`config.mk`:
```
export PLATFORM = sky130hd
export DESIGN_NAME = skt_cell
export DESIGN_NICKNAME = d
export VERILOG_FILES = /design/src/rtl/skt_pkg.sv /design/src/rtl/skt_cell.sv
export SDC_FILE = /design/constraint.sdc
export NUM_CORES = 1
export LEC_CHECK = 0
export ABC_AREA = 1
export BUFFER_PORTS_ARGS = -buffer_cell sky130_fd_sc_hd__buf_2
export CORE_AREA = 5 5 297 299
export DETAILED_ROUTE_END_ITERATION = 16
export DIE_AREA = 0 0 302 304
export HOLD_SLACK_MARGIN = 0.02
export PLACE_DENSITY = 0.38
export SLEW_MARGIN = 20
export SYNTH_ARGS = -nofsm -noshare
export SYNTH_HDL_FRONTEND = slang
export SYNTH_SLANG_ARGS = --single-unit
```
`constraint.sdc`:
```
create_clock -name clk -period 2.8 [get_ports clk]
set_clock_uncertainty 0.05 [all_clocks]
set_input_delay 0.28 -clock clk [delete_from_list [all_inputs] [get_ports clk]]
set_output_delay 0.28 -clock clk [all_outputs]
set_load 0.01 [all_outputs]
```
`src/rtl/skt_pkg.sv`:
```
package skt_pkg;

	// table geometry
	localparam int TABLE_DEPTH   = 64;
	localparam int PAYLOAD_WIDTH = 32;
	localparam int POS_W         = $clog2(TABLE_DEPTH);
	localparam int CNT_W         = $clog2(TABLE_DEPTH + 1);

	// fixed field widths of the channels
	localparam int CMD_W      = 2;
	localparam int KEY_HALF_W = 64;
	localparam int PAY_IO_W   = 32;
	localparam int POS_IN_W   = 6;
	localparam int STATUS_W   = 3;
	localparam int POS_OUT_W  = 7;
	localparam int COUNT_W    = 7;

	typedef enum logic [CMD_W-1:0] {
		CMD_INSERT = 2'd0,
		CMD_FIND   = 2'd1,
		CMD_REMOVE = 2'd2,
		CMD_NOP    = 2'd3
	} skt_cmd_t;

	typedef enum logic [STATUS_W-1:0] {
		STAT_OK     = 3'd0,
		STAT_DUP    = 3'd1,
		STAT_FULL   = 3'd2,
		STAT_MISS   = 3'd3,
		STAT_BADPOS = 3'd4
	} skt_status_t;

	typedef enum logic {
		SKT_IDLE,
		SKT_APPLY
	} skt_state_t;

	// one table entry as held in a cell
	typedef struct packed {
		logic [KEY_HALF_W-1:0]    key_high;
		logic [KEY_HALF_W-1:0]    key_low;
		logic [PAYLOAD_WIDTH-1:0] payload;
	} skt_entry_t;

	// per-cell update control
	typedef struct packed {
		logic load_new;
		logic take_lo;
		logic take_hi;
	} skt_cell_ctrl_t;

	// per-cell compare result, captured at the command transfer
	typedef struct packed {
		logic lt;
		logic eq;
	} skt_flags_t;

	function automatic logic [PAYLOAD_WIDTH-1:0] pay_to_store(input logic [PAY_IO_W-1:0] v);
		logic [PAYLOAD_WIDTH+PAY_IO_W-1:0] wide;
		wide = {{PAYLOAD_WIDTH{1'b0}}, v};
		return wide[PAYLOAD_WIDTH-1:0];
	endfunction

	function automatic logic [PAY_IO_W-1:0] pay_to_port(input logic [PAYLOAD_WIDTH-1:0] v);
		logic [PAYLOAD_WIDTH+PAY_IO_W-1:0] wide;
		wide = {{PAY_IO_W{1'b0}}, v};
		return wide[PAY_IO_W-1:0];
	endfunction

endpackage

```
`src/rtl/skt_cell.sv`:
```
module skt_cell (
	input  logic                          clk,
	input  logic                          arst_n,
	input  logic                          cmp_en,
	input  logic                          occupied,
	input  logic [skt_pkg::KEY_HALF_W-1:0] search_high,
	input  logic [skt_pkg::KEY_HALF_W-1:0] search_low,
	input  skt_pkg::skt_entry_t           new_entry,
	input  skt_pkg::skt_entry_t           lo_entry,
	input  skt_pkg::skt_entry_t           hi_entry,
	input  skt_pkg::skt_cell_ctrl_t       ctrl,
	output skt_pkg::skt_entry_t           entry,
	output skt_pkg::skt_flags_t           flags
);
	import skt_pkg::*;

	skt_entry_t entry_q;
	skt_flags_t flags_q;
	logic       key_gt;
	logic       key_eq;

	// search key against the held key, high half first
	always_comb begin
		key_eq = (search_high == entry_q.key_high) && (search_low == entry_q.key_low);
		if (search_high != entry_q.key_high) begin
			key_gt = search_high > entry_q.key_high;
		end else begin
			key_gt = search_low > entry_q.key_low;
		end
	end

	// compare flags taken at the command transfer
	always_ff @(posedge clk or negedge arst_n) begin
		if (!arst_n) begin
			flags_q <= '0;
		end else if (cmp_en) begin
			flags_q.lt <= occupied && key_gt;
			flags_q.eq <= occupied && key_eq;
		end
	end

	// entry shift: new key, from the lower neighbour, or from the upper one
	always_ff @(posedge clk) begin
		if (ctrl.load_new) begin
			entry_q <= new_entry;
		end else if (ctrl.take_lo) begin
			entry_q <= lo_entry;
		end else if (ctrl.take_hi) begin
			entry_q <= hi_entry;
		end
	end

	assign entry = entry_q;
	assign flags = flags_q;

endmodule

```
# After elaboration in Yosys (flattened, before gate mapping)
# Cells that the tools add are included.
# Widths: inputs -> output; s select.
[word_totals] ff_bits=162 inputBits=615 out_inout_bits=162 word_cells=18
[op_classes] n_lt_le_gt_ge=2 eq_ne=3 muxes=4 n_reduce_logical=4
[ops] operator="$mux 160" count=3
[ops] operator="$eq 64x64->1" count=2
[ops] operator="$gt 64x64->1" count=2
[ops] operator="$ne 64x64->1" count=1
[ops] operator="$logic_and 1x1->1" count=3
[ops] operator="$reduce_bool 3->1" count=1
[ops] operator="$mux 1" count=1

# Logic depth before layout (Yosys ltp)
# Gate-level depths: netlist of the first run.
[logic_depth] word_depth=3 ltp_mapped=19

# Least setup slack after synthesis of the first run
# OpenSTA, ideal clock, no wires.
[synth_timing] kind="input -> register" from="input port ctrl[2] in the netlist's numbering" to="register entry_q (netlist bit entry[0]) (enable)" arrival_time_ps=3501 t_required_ps=1414 setup_slack_ps=-2087 cell_stages=5 n_path_buf=3 cell_sequence="buf_2 -> inv_2 -> buf_2 -> buf_2 -> nand2_1"
[synth_via] elab_chain_cells=1
[synth_rtl] element="start, declared" line_no="skt_cell.sv:11" text="input skt_pkg::skt_cell_ctrl_t ctrl,"
[synth_rtl] element="$reduce_bool 3->1 (no source line)"
[synth_rtl] element="end signal, assigned" line_no="skt_cell.sv:45" text="entry_q <= new_entry;"
[synth_rtl] element="end signal, assigned" line_no="skt_cell.sv:47" text="entry_q <= lo_entry;"
[synth_rtl] element="end signal, assigned" line_no="skt_cell.sv:49" text="entry_q <= hi_entry;"
[synth_rtl] element="end, declared" line_no="skt_cell.sv:17" text="skt_entry_t entry_q;"
# Every way passes these cells.
# A chain may end at the register's enable or synchronous reset.

# Worst setup path after layout of the first run
[layout_timing] from="register entry_q (netlist bit entry[45])" to="register flags_q (netlist bit flags[0])"
[layout_via] elab_chain_cells=3
[layout_rtl] element="$eq 64x64->1" line_no="skt_cell.sv:24" text="key_eq = (search_high == entry_q.key_high) && (search_low == entry_q.key_low);"
[layout_rtl] element="$logic_and 1x1->1" line_no="skt_cell.sv:24"
[layout_rtl] element="$logic_and 1x1->1" line_no="skt_cell.sv:38" text="flags_q.eq <= occupied && key_eq;"
[layout_rtl] element="end, declared" line_no="skt_cell.sv:18" text="skt_flags_t flags_q;"
# Every way passes these cells.

==> impl_metrics.json, run 1 <==
{
  "min_to": "entry[143]",
  "use_met3_pct": 3.724,
  "leakagePower_uw": 0.008862,
  "final_nets": 2950,
  "die_w_um": 302,
  "yosys_warnings": 0,
  "path_common_cell": "nand2_1",
  "dieHeight_um": 304,
  "use_met1_pct": 13.83,
  "period_needed_ns": 2.571,
  "drt_wl_total_um": 61940,
  "portBuffers": 776,
  "syn_area_per_cell_um2": 8.036,
  "drtIter0Drc": 705,
  "viasPerCell": 3.823,
  "synth.distinct_cells": 33,
  "start_kind": "flip-flop",
  "cp.arrival_ns": 2.93,
  "clk_latency_ns": 0.48,
  "antenna_found_initial": 17,
  "swShare_pct": 34.95,
  "numCtsBuffers": 17,
  "critPathCaptureType": "flip-flop",
  "cts.clk_slew.worst_paths_ns": 0.08,
  "grt.total_usage_pct": 12.83,
  "root_buffer": "clkbuf_16",
  "ant_nets": 0,
  "drt_first_pass_iters": 7,
  "crit_start": "entry[45]",
  "htree_levels": 4,
  "synthesis.area_um2": 11490,
  "final_core_util_pct": 20.87,
  "clock_path_buffers": 2,
  "ys_seq_area_share_pct": 42.25,
  "p_int_uw": 5186,
  "rows": 107,
  "busiest_layer": "met2",
  "place.gp.congestion": 0.8122,
  "synthToLayoutAreaGrowth_pct": 54.19,
  "drv_slew": 0,
  "final_hold_viol_count": 0,
  "r2r_start": "entry[45]",
  "coreArea_um2": 84880,
  "cts_tree": "yes",
  "start_util_pct": 13.54,
  "powerDensity_nw_per_um2": 449.9,
  "path_class": "flip-flop to flip-flop",
  "finalSetupViolCount": 0,
  "r2r_end": "flags[0]",
  "required_ns": 3.16,
  "drc": 0,
  "cp_slowest_cell": "dlygate4sd3_1",
  "grt_first_pass_wirelength_um": 86730,
  "slew_headroom_pct": 58.25,
  "synth_seq_cells": 162,
  "max-vdd-ir-drop_mv": 0.4433,
  "pre_cts_ws_ns": 0.5721,
  "switching_power_uw": 2786,
  "hp-class": "input port to flip-flop",
  "io_pins": 777,
  "grt_pass1_vias": 13420,
  "clockPowerShare_pct": 30.6,
  "worstRegToRegCells": 12,
  "hold_depth": 3,
  "cpPeakStageDelay_ns": 0.53,
  "wl_per_cell_um": 18.36,
  "fmax_ghz": 0.3889,
  "crit_path_max_fanout": 2,
  "vias": 12890,
  "drive_above_1_share_pct": 40.09,
  "status": "completed",
  "grtUsageMet2_pct": 23.49,
  "cts.sinks": 162,
  "setup_tns_ns": 0,
  "min_from": "new_entry[143]",
  "cap_viol_max_count": 0,
  "tightest_slew_ns": 0.6262,
  "fin_ws_ns": 0.2286,
  "synth_cells": 1430,
  "p_seq_share_pct": 39.2,
  "place_hpwl_um": 52910,
  "synth_nets": 2173,
  "gr-total-overflow": 0,
  "die-area_um2": 91810,
  "fin_crit_sh_pct": 91.84,
  "combPwrFrac_pct": 30.1,
  "grt_start_max_net_pins": 76,
  "worstPathCellList": "inv_1, ha_4, nand2_1, nor2_2, nand4_1, nor4_2, buf_4, nand3_4, nor2_4, nand3_2, nand2_1, dlygate4sd3_1",
  "rrSetupSlack_ns": 0.23
}
## power by group through the flow
stage / clock (uW) / sequential [uW] / combinational (uW)
after floorplan: 0 / 3310 / 995
after global placement: 0 / 3180 / 2470
after detailed placement: 0 / 3190 / 2440
after CTS: 2620 / 3140 / 2460
after global routing: 2680 / 3170 / 2710
final: 2440 / 3130 / 2400
## timing repair
action	4_1_cts	5_1_grt
hold buffers	8	0
hold endpoints to repair	8	0
setup endpoints to repair	0	1
gates resized for setup	0	12
setup buffers	0	1
## layout make-up
type | instances | area (um^2)
Clock inverter | 15 | 157.7
Inverter | 155 | 591.8
Multi-Input combinational cell | 1043 | 5841
Fill cell | 9818 | 67160
Antenna cell | 9 | 22.52
Timing Repair Buffer | 828 | 4394
Tap cell | 1144 | 1431
Clock buffer | 17 | 425.4
Sequential cell | 162 | 4855
## worst max path at each step
stage                     slack [ns]  cells past startpoint       end
after floorplan                 0.40                      4  entry[0]
after global placement          0.52                     12  flags[1]
after detailed placement        0.57                     12  flags[1]
after CTS                       0.02                     12  flags[0]
after global routing           -0.06                     12  flags[0]
final                           0.23                     12  flags[0]
## cells in the final DEF, fill, tap and decap left out, types with 11 or more instances in the layout
cell type  count
buf_2        774
a21oi_1      381
nand2_1      271
nor2_1       183
edfxtp_1     160
inv_1        148
ha_1         127
buf_4         37
clkbuf_16     17
nand4_1       11
## registers in the layout, summed over array words and instances, names as in the netlist
register / count
flags: 2
entry: 160
## through the flow
stage | area, um^2 | hold slack [ns] | power (uW) | instances
floorplan | 11500 | -0.06559 | 4308 | 1430
global placement | 16970 | 0.02588 | 5652 | 3323
detailed placement | 16970 | 0.02389 | 5633 | 3323
CTS | 17630 | 0.02004 | 8223 | 3363
global route | 17710 | 0.04781 | 8563 | 3371
finish | 17720 | 0.08062 | 7972 | 3373
## Yosys cell counts, drive strengths merged
master	number	area share (%)
a21o	2	0.13
a21oi	382	17
and2	2	0.15
buf	24	0.99
clkbuf	46	1.5
clkinv	1	0.033
dfrtp	2	0.44
edfxtp	160	42
ha	128	14
inv	154	5.0
nand2	280	9.3
nand3	13	0.83
nand3b	1	0.065
nand4	11	0.60
nor2	194	6.9
nor3	2	0.087
nor4	3	0.22
o21a	7	0.46
o21ai	16	0.70
o21bai	2	0.13
## worst max-delay path, delay by kind of cell (launching register included)
| kind | cells | cell delay (ns) |
|---|---|---|
| AND/OR/NAND/NOR | 8 | 1.00 |
| buffers and inverters | 3 | 0.80 |
| flip-flops | 1 | 0.35 |
| adder cells (fa/ha/maj) | 1 | 0.27 |
## cell families (layout without fill, tap and decap cells)
group	Yosys count	after routing	share of synthesized area, %
AO/OA/AOI/OAI	409	409	18.09
AND/OR/NAND/NOR	506	506	18.17
flip-flops	162	162	42.25
buffers and inverters	225	1015	7.557
adder cells (fa/ha/maj)	128	128	13.94
other	0	9	0
## per-layer routing
layer  routed length (um)  vias up
met3                 4620       72
met4                 1923        2
li1                     -     6411
met1                23410     5900
met5                    7        -
met2                31980      509
(Power assumes the default switching activity.)
==> inputs of run 2 (changes only) <==
==> constraint.sdc (replaced) <==
create_clock -name clk -period 2.6 [get_ports clk]
set_clock_uncertainty 0.05 [all_clocks]
set_input_delay 0.26 -clock clk [delete_from_list [all_inputs] [get_ports clk]]
set_output_delay 0.26 -clock clk [all_outputs]
set_load 0.01 [all_outputs]
==> run 2 against run 1 <==
Combinational power increased by 11%; first-iteration DRC count unchanged; maximum frequency increased by 11%; cell area increased by 1.9%; power increased by 9.1%; critical endpoint is now flags[1]; largest power group unchanged; sequential cell count unchanged; sequential share of layout area decreased by 0.50 points; sequential power increased by 7.7%.
==> impl_metrics.json, run 2 (synthesized netlist as in run 1, its figures left out) <==
{
  "status": "completed",
  "rows": 107,
  "place_inst": 3320,
  "fin_crit_sh_pct": 89.35,
  "antenna_found_initial": 18,
  "largest_reg_flops": 160,
  "start_util_pct": 13.54,
  "path_delay_family": "simple AND/OR/NAND/NOR gates",
  "cap_viol_max_count": 0,
  "grt.total_usage_pct": 13.19,
  "clockPowerShare_pct": 30.6,
  "cp.arrival_ns": 2.64,
  "drtIter0Drc": 705,
  "p_int_uw": 5760,
  "die-area_um2": 91810,
  "mostFrequentLayoutCells": "buf_2, a21oi_1, nand2_1, nor2_1, edfxtp_1",
  "fin_cells": 3407,
  "combPwrFrac_pct": 30.6,
  "p_total_uw": 8694,
  "drc": 0,
  "p_seq_share_pct": 38.8,
  "cpPeakStageDelay_ns": 0.36,
  "path_common_cell": "nand2_1",
  "cts_tree": "yes",
  "viasPerCell": 3.827,
  "grt_start_max_net_pins": 76,
  "path_class": "flip-flop to flip-flop",
  "drv_slew": 0,
  "finalSetupViolCount": 0,
  "switching_power_uw": 2934,
  "powerDensity_nw_per_um2": 481.7,
  "dieHeight_um": 304,
  "wl_per_cell_um": 18.55,
  "required_ns": 2.92,
  "drive_above_1_share_pct": 38.77,
  "crit_path_max_fanout": 2,
  "vias": 13040,
  "portBuffers": 776,
  "clock_path_buffers": 2,
  "coreArea_um2": 84880,
  "numCtsBuffers": 17,
  "die_w_um": 302,
  "tightest_slew_ns": 0.7062,
  "swShare_pct": 33.75,
  "max-vdd-ir-drop_mv": 0.4931,
  "layout_commonest_cell": "buf_2",
  "ant_nets": 0,
  "synthToLayoutAreaGrowth_pct": 57.06,
  "grt_first_pass_wirelength_um": 88900,
  "root_buffer": "clkbuf_16",
  "place.gp.congestion": 0.8189,
  "hp-class": "input port to flip-flop",
  "drt_wl_total_um": 63190,
  "grt_pass1_vias": 13750,
  "place_hpwl_um": 53520,
  "start_kind": "flip-flop",
  "gr-total-overflow": 0,
  "cp_slowest_cell": "edfxtp_1",
  "drt_first_pass_iters": 5,
  "worstPathCellList": "inv_1, ha_1, nand2_1, nor2_1, nand4_1, nor4_2, buf_4, nand3_2, nand2_1, nand2_1, nand2_1, nand2_1",
  "htree_levels": 4,
  "path_buf_inv": 2,
  "cts.sinks": 162,
  "fmax_ghz": 0.4305,
  "cts.clk_slew.worst_paths_ns": 0.07,
  "rsz0062_at_grt": "false",
  "slew_headroom_pct": 52.42,
  "clk_latency_ns": 0.48,
  "period_needed_ns": 2.323,
  "final_hold_viol_count": 0,
  "critPathCaptureType": "flip-flop",
  "io_pins": 777,
  "final_nets": 2984,
  "leakagePower_uw": 0.009004
}
## run 2: cell count changes in the layout (fill, tap and decap cells not counted), sizes merged
cell,change
buf,-4
bufinv,+2
clkbuf,+2
clkinv,+1
clkinvlp,-1
diode,+2
dlygate4sd3,+38
inv,-6
## run 2: path summary, 6_finish.rpt
kind,from,end,slack (ns),cells after the start
max,entry[45],flags[1],0.28,12
min,new_entry[7],entry[7],0.08,3
max reg2reg,entry[45],flags[1],0.28,12
min reg2reg,flags[0],flags[0],0.45,2
max in group asynchronous,arst_n,flags[0],2.28,2
min in group asynchronous,arst_n,flags[1],0.10,2
## run 2: cell type report
class / count / area [um^2]
diodes: 11 / 27.53
clock buffers: 19 / 432.9
clock inverters: 11 / 131.4
fillers: 9782 / 66830
inverters: 155 / 591.8
multi-input cells: 1043 / 5796
flip-flops and latches: 162 / 4855
well taps: 1144 / 1431
repair buffers: 862 / 4782
## run 2: metal layers
layer	vias up	global-route usage (%)	routed length [um]
met5	-	0	52
met4	8	4.785	1755
met3	81	4.131	4564
met2	478	24.19	32750
met1	6001	14.14	24070
li1	6471	-	-
## run 2: metrics by stage
stage	worst slack, ns	cell area [um^2]	setup TNS (ns)	hold slack (ns)	util [%]
floorplan	0.2228	11500	0	-0.08559	-
global placement	-0.1238	16980	-0.1238	0.02790	20.01
detailed placement	-0.09707	16980	-0.09707	0.02852	20.01
CTS	0.03627	18010	0	0.02019	21.22
global route	0.006425	18040	0	0.04291	21.26
finish	0.2769	18050	0	0.07855	21.26
## run 2: tightest hold or removal path: stages
cell and delay [ns]:
buf_2 0.07, nor2_1 0.03, a21oi_1 0.12
## run 2: power by group through the flow
stage,sequential (uW),clock (uW),combinational (uW)
6_report,3370,2660,2660
5_1_grt,3420,2900,2990
2_1_floorplan,3570,0,1070
4_1_cts,3390,2820,2730
3_3_place_gp,3430,0,2670
3_5_place_dp,3440,0,2650
## run 2: timing repair
action | in CTS | in global routing
hold endpoints to repair | 40 | 0
cloned | 0 | 0
hold buffers | 46 | 0
setup endpoints to repair | 1 | 1
buffers inserted | 0 | 0
pin swaps | 0 | 0
gates resized for setup | 1 | 1
==> inputs of run 3 (changes only) <==
--- a/config.mk
+++ b/config.mk
@@ -7,11 +7,12 @@
 export LEC_CHECK = 0
 export ABC_AREA = 1
 export BUFFER_PORTS_ARGS = -buffer_cell sky130_fd_sc_hd__buf_2
-export CORE_AREA = 5 5 297 299
+export CORE_AREA = 5 5 302 304
+export CTS_CLUSTER_SIZE = 12
 export DETAILED_ROUTE_END_ITERATION = 16
-export DIE_AREA = 0 0 302 304
+export DIE_AREA = 0 0 307 309
 export HOLD_SLACK_MARGIN = 0.02
-export PLACE_DENSITY = 0.38
+export PLACE_DENSITY = 0.37
 export SLEW_MARGIN = 20
 export SYNTH_ARGS = -nofsm -noshare
 export SYNTH_HDL_FRONTEND = slang
==> run 3 against run 2 <==
Cell area grew 0.33%; maximum frequency increased by 6.7%; cell count increased by 0.53%; routed wire length is 1.0% higher; power up 1.1%; critical endpoint unchanged; highest routed layer unchanged.
==> impl_metrics.json, run 3 (synthesized netlist as in run 1, its figures left out) <==
{
  "status": "completed",
  "drv_slew": 0,
  "cpPeakStageDelay_ns": 0.34,
  "slew_headroom_pct": 56.83,
  "rrSetupSlack_ns": 0.42,
  "worstPathCellList": "inv_1, ha_1, nand2_1, nor2_1, nand4_1, nor4_2, buf_4, nand3_1, nand2_1, nand2_1, nand2_1, nand2_1",
  "final_nets": 2986,
  "max-vdd-ir-drop_mv": 0.4685,
  "cp.arrival_ns": 2.49,
  "numCtsBuffers": 17,
  "synthToLayoutAreaGrowth_pct": 57.57,
  "required_ns": 2.91,
  "largest_reg_flops": 160,
  "die-area_um2": 94860,
  "cp_slowest_cell": "edfxtp_1",
  "place_hpwl_um": 54270,
  "grt_first_pass_wirelength_um": 88420,
  "mostFrequentLayoutCells": "buf_2, a21oi_1, nand2_1, nor2_1, edfxtp_1",
  "hp-class": "input port to flip-flop",
  "tightest_slew_ns": 0.6408,
  "leakagePower_uw": 0.009048,
  "fmax_ghz": 0.4593,
  "drt_wl_total_um": 63850,
  "die_w_um": 307,
  "fin_ws_ns": 0.4228,
  "cts_setup_buffers": 0,
  "start_util_pct": 13.06,
  "coreArea_um2": 87970,
  "cts_tree": "yes",
  "fin_area_um2": 18110,
  "root_buffer": "clkbuf_16",
  "drtIter0Drc": 574,
  "grt_pass1_vias": 13400,
  "period_needed_ns": 2.177,
  "wl_per_cell_um": 18.64,
  "clk_latency_ns": 0.47,
  "grt.total_usage_pct": 12.73,
  "gr-total-overflow": 0,
  "place_area_um2": 17050,
  "final_hold_viol_count": 0,
  "drive_above_1_share_pct": 39.02,
  "vias": 12850,
  "cts.clk_slew.worst_paths_ns": 0.08,
  "htree_levels": 4,
  "antenna_found_initial": 11,
  "nFillCells": 10060,
  "grt_start_max_net_pins": 78,
  "portBuffers": 776,
  "fin_crit_sh_pct": 83.74,
  "viasPerCell": 3.752,
  "dieHeight_um": 309,
  "finalSetupViolCount": 0,
  "clock_path_buffers": 2,
  "rsz0062_at_grt": "false",
  "start_kind": "flip-flop",
  "pre_cts_ws_ns": -0.06380,
  "cts.sinks": 162,
  "drt_first_pass_iters": 5,
  "drc": 0,
  "cap_viol_max_count": 0,
  "path_common_cell": "nand2_1",
  "path_class": "flip-flop to flip-flop",
  "place.gp.congestion": 0.8731,
  "critPathCaptureType": "flip-flop",
  "rows": 109,
  "layout_commonest_cell": "buf_2",
  "crit_path_max_fanout": 2,
  "ant_nets": 0,
  "powerDensity_nw_per_um2": 485.2,
  "io_pins": 777
}
[run 3: cell types whose count changed in the layout (fill, tap and decap cells not counted), moves of 2 or more]
cell | previous run | this run
buf_4 | 30 | 33
inv_6 | 4 | 8
inv_8 | 0 | 3
diode_2 | 11 | 5
dlygate4sd3_1 | 46 | 44
clkinv_4 | 4 | 2
clkinvlp_4 | 2 | 0
clkbuf_1 | 2 | 0
[run 3: path summary, 6_finish.rpt]
check,start,endpoint,cells past startpoint
max in group asynchronous,arst_n,flags[1],2
min,new_entry[109],entry[109],3
min in group asynchronous,arst_n,flags[0],2
min reg2reg,flags[0],flags[0],2
max reg2reg,entry[47],flags[1],12
max,entry[47],flags[1],12
[run 3: repair_timing]
action / 4_1_cts / 5_1_grt
setup endpoints to repair: 2 / 0
hold endpoints to repair: 41 / 0
resized for setup: 1 / 0
hold buffers: 44 / 0
[run 3: layout make-up]
class                      instances  area [um^2]  share of cell area, %
multi-input combinational       1043         5791                  31.98
sequential                       162         4855                  26.81
timing repair buffer             864         4805                  26.54
tap                             1165         1458                  8.051
inverter                         155        591.8                  3.269
clock buffer                      17        425.4                  2.350
clock inverter                    14        168.9                 0.9329
antenna                            5        12.51                0.06910
[run 3: power breakdown]
group          internal, uW  switching, uW
Sequential             3220            151
Clock                  1450           1300
Combinational          1120           1540
Total                  5800           2990
[run 3: routing by layer]
metal	up-vias	wire length, um	GRT usage [%]
li1	6468	-	-
met1	5835	24810	14.24
met2	485	32800	23.20
met3	58	4605	3.793
met4	4	1607	4.173
met5	-	34	0
[run 3: critical path: cells and delay by family (launching register included)]
family	cells	cell delay (ns)
adders and majority gates	1	0.28
buffers and inverters	2	0.24
DFF	1	0.34
and+or+nand+nor	9	1.14
[run 3: through the flow]
step	std cells	TNS, ns	hold slack (ns)	total power (uW)	utilization, %
floorplan	1430	0	-0.08559	4639	-
global placement	3345	-0.05315	0.02808	6127	19.39
detailed placement	3345	-0.1157	0.02253	6107	19.39
CTS	3420	0	0.02064	9068	20.57
global route	3422	0	0.03505	9425	20.57
finish	3425	0	0.08749	8785	20.58
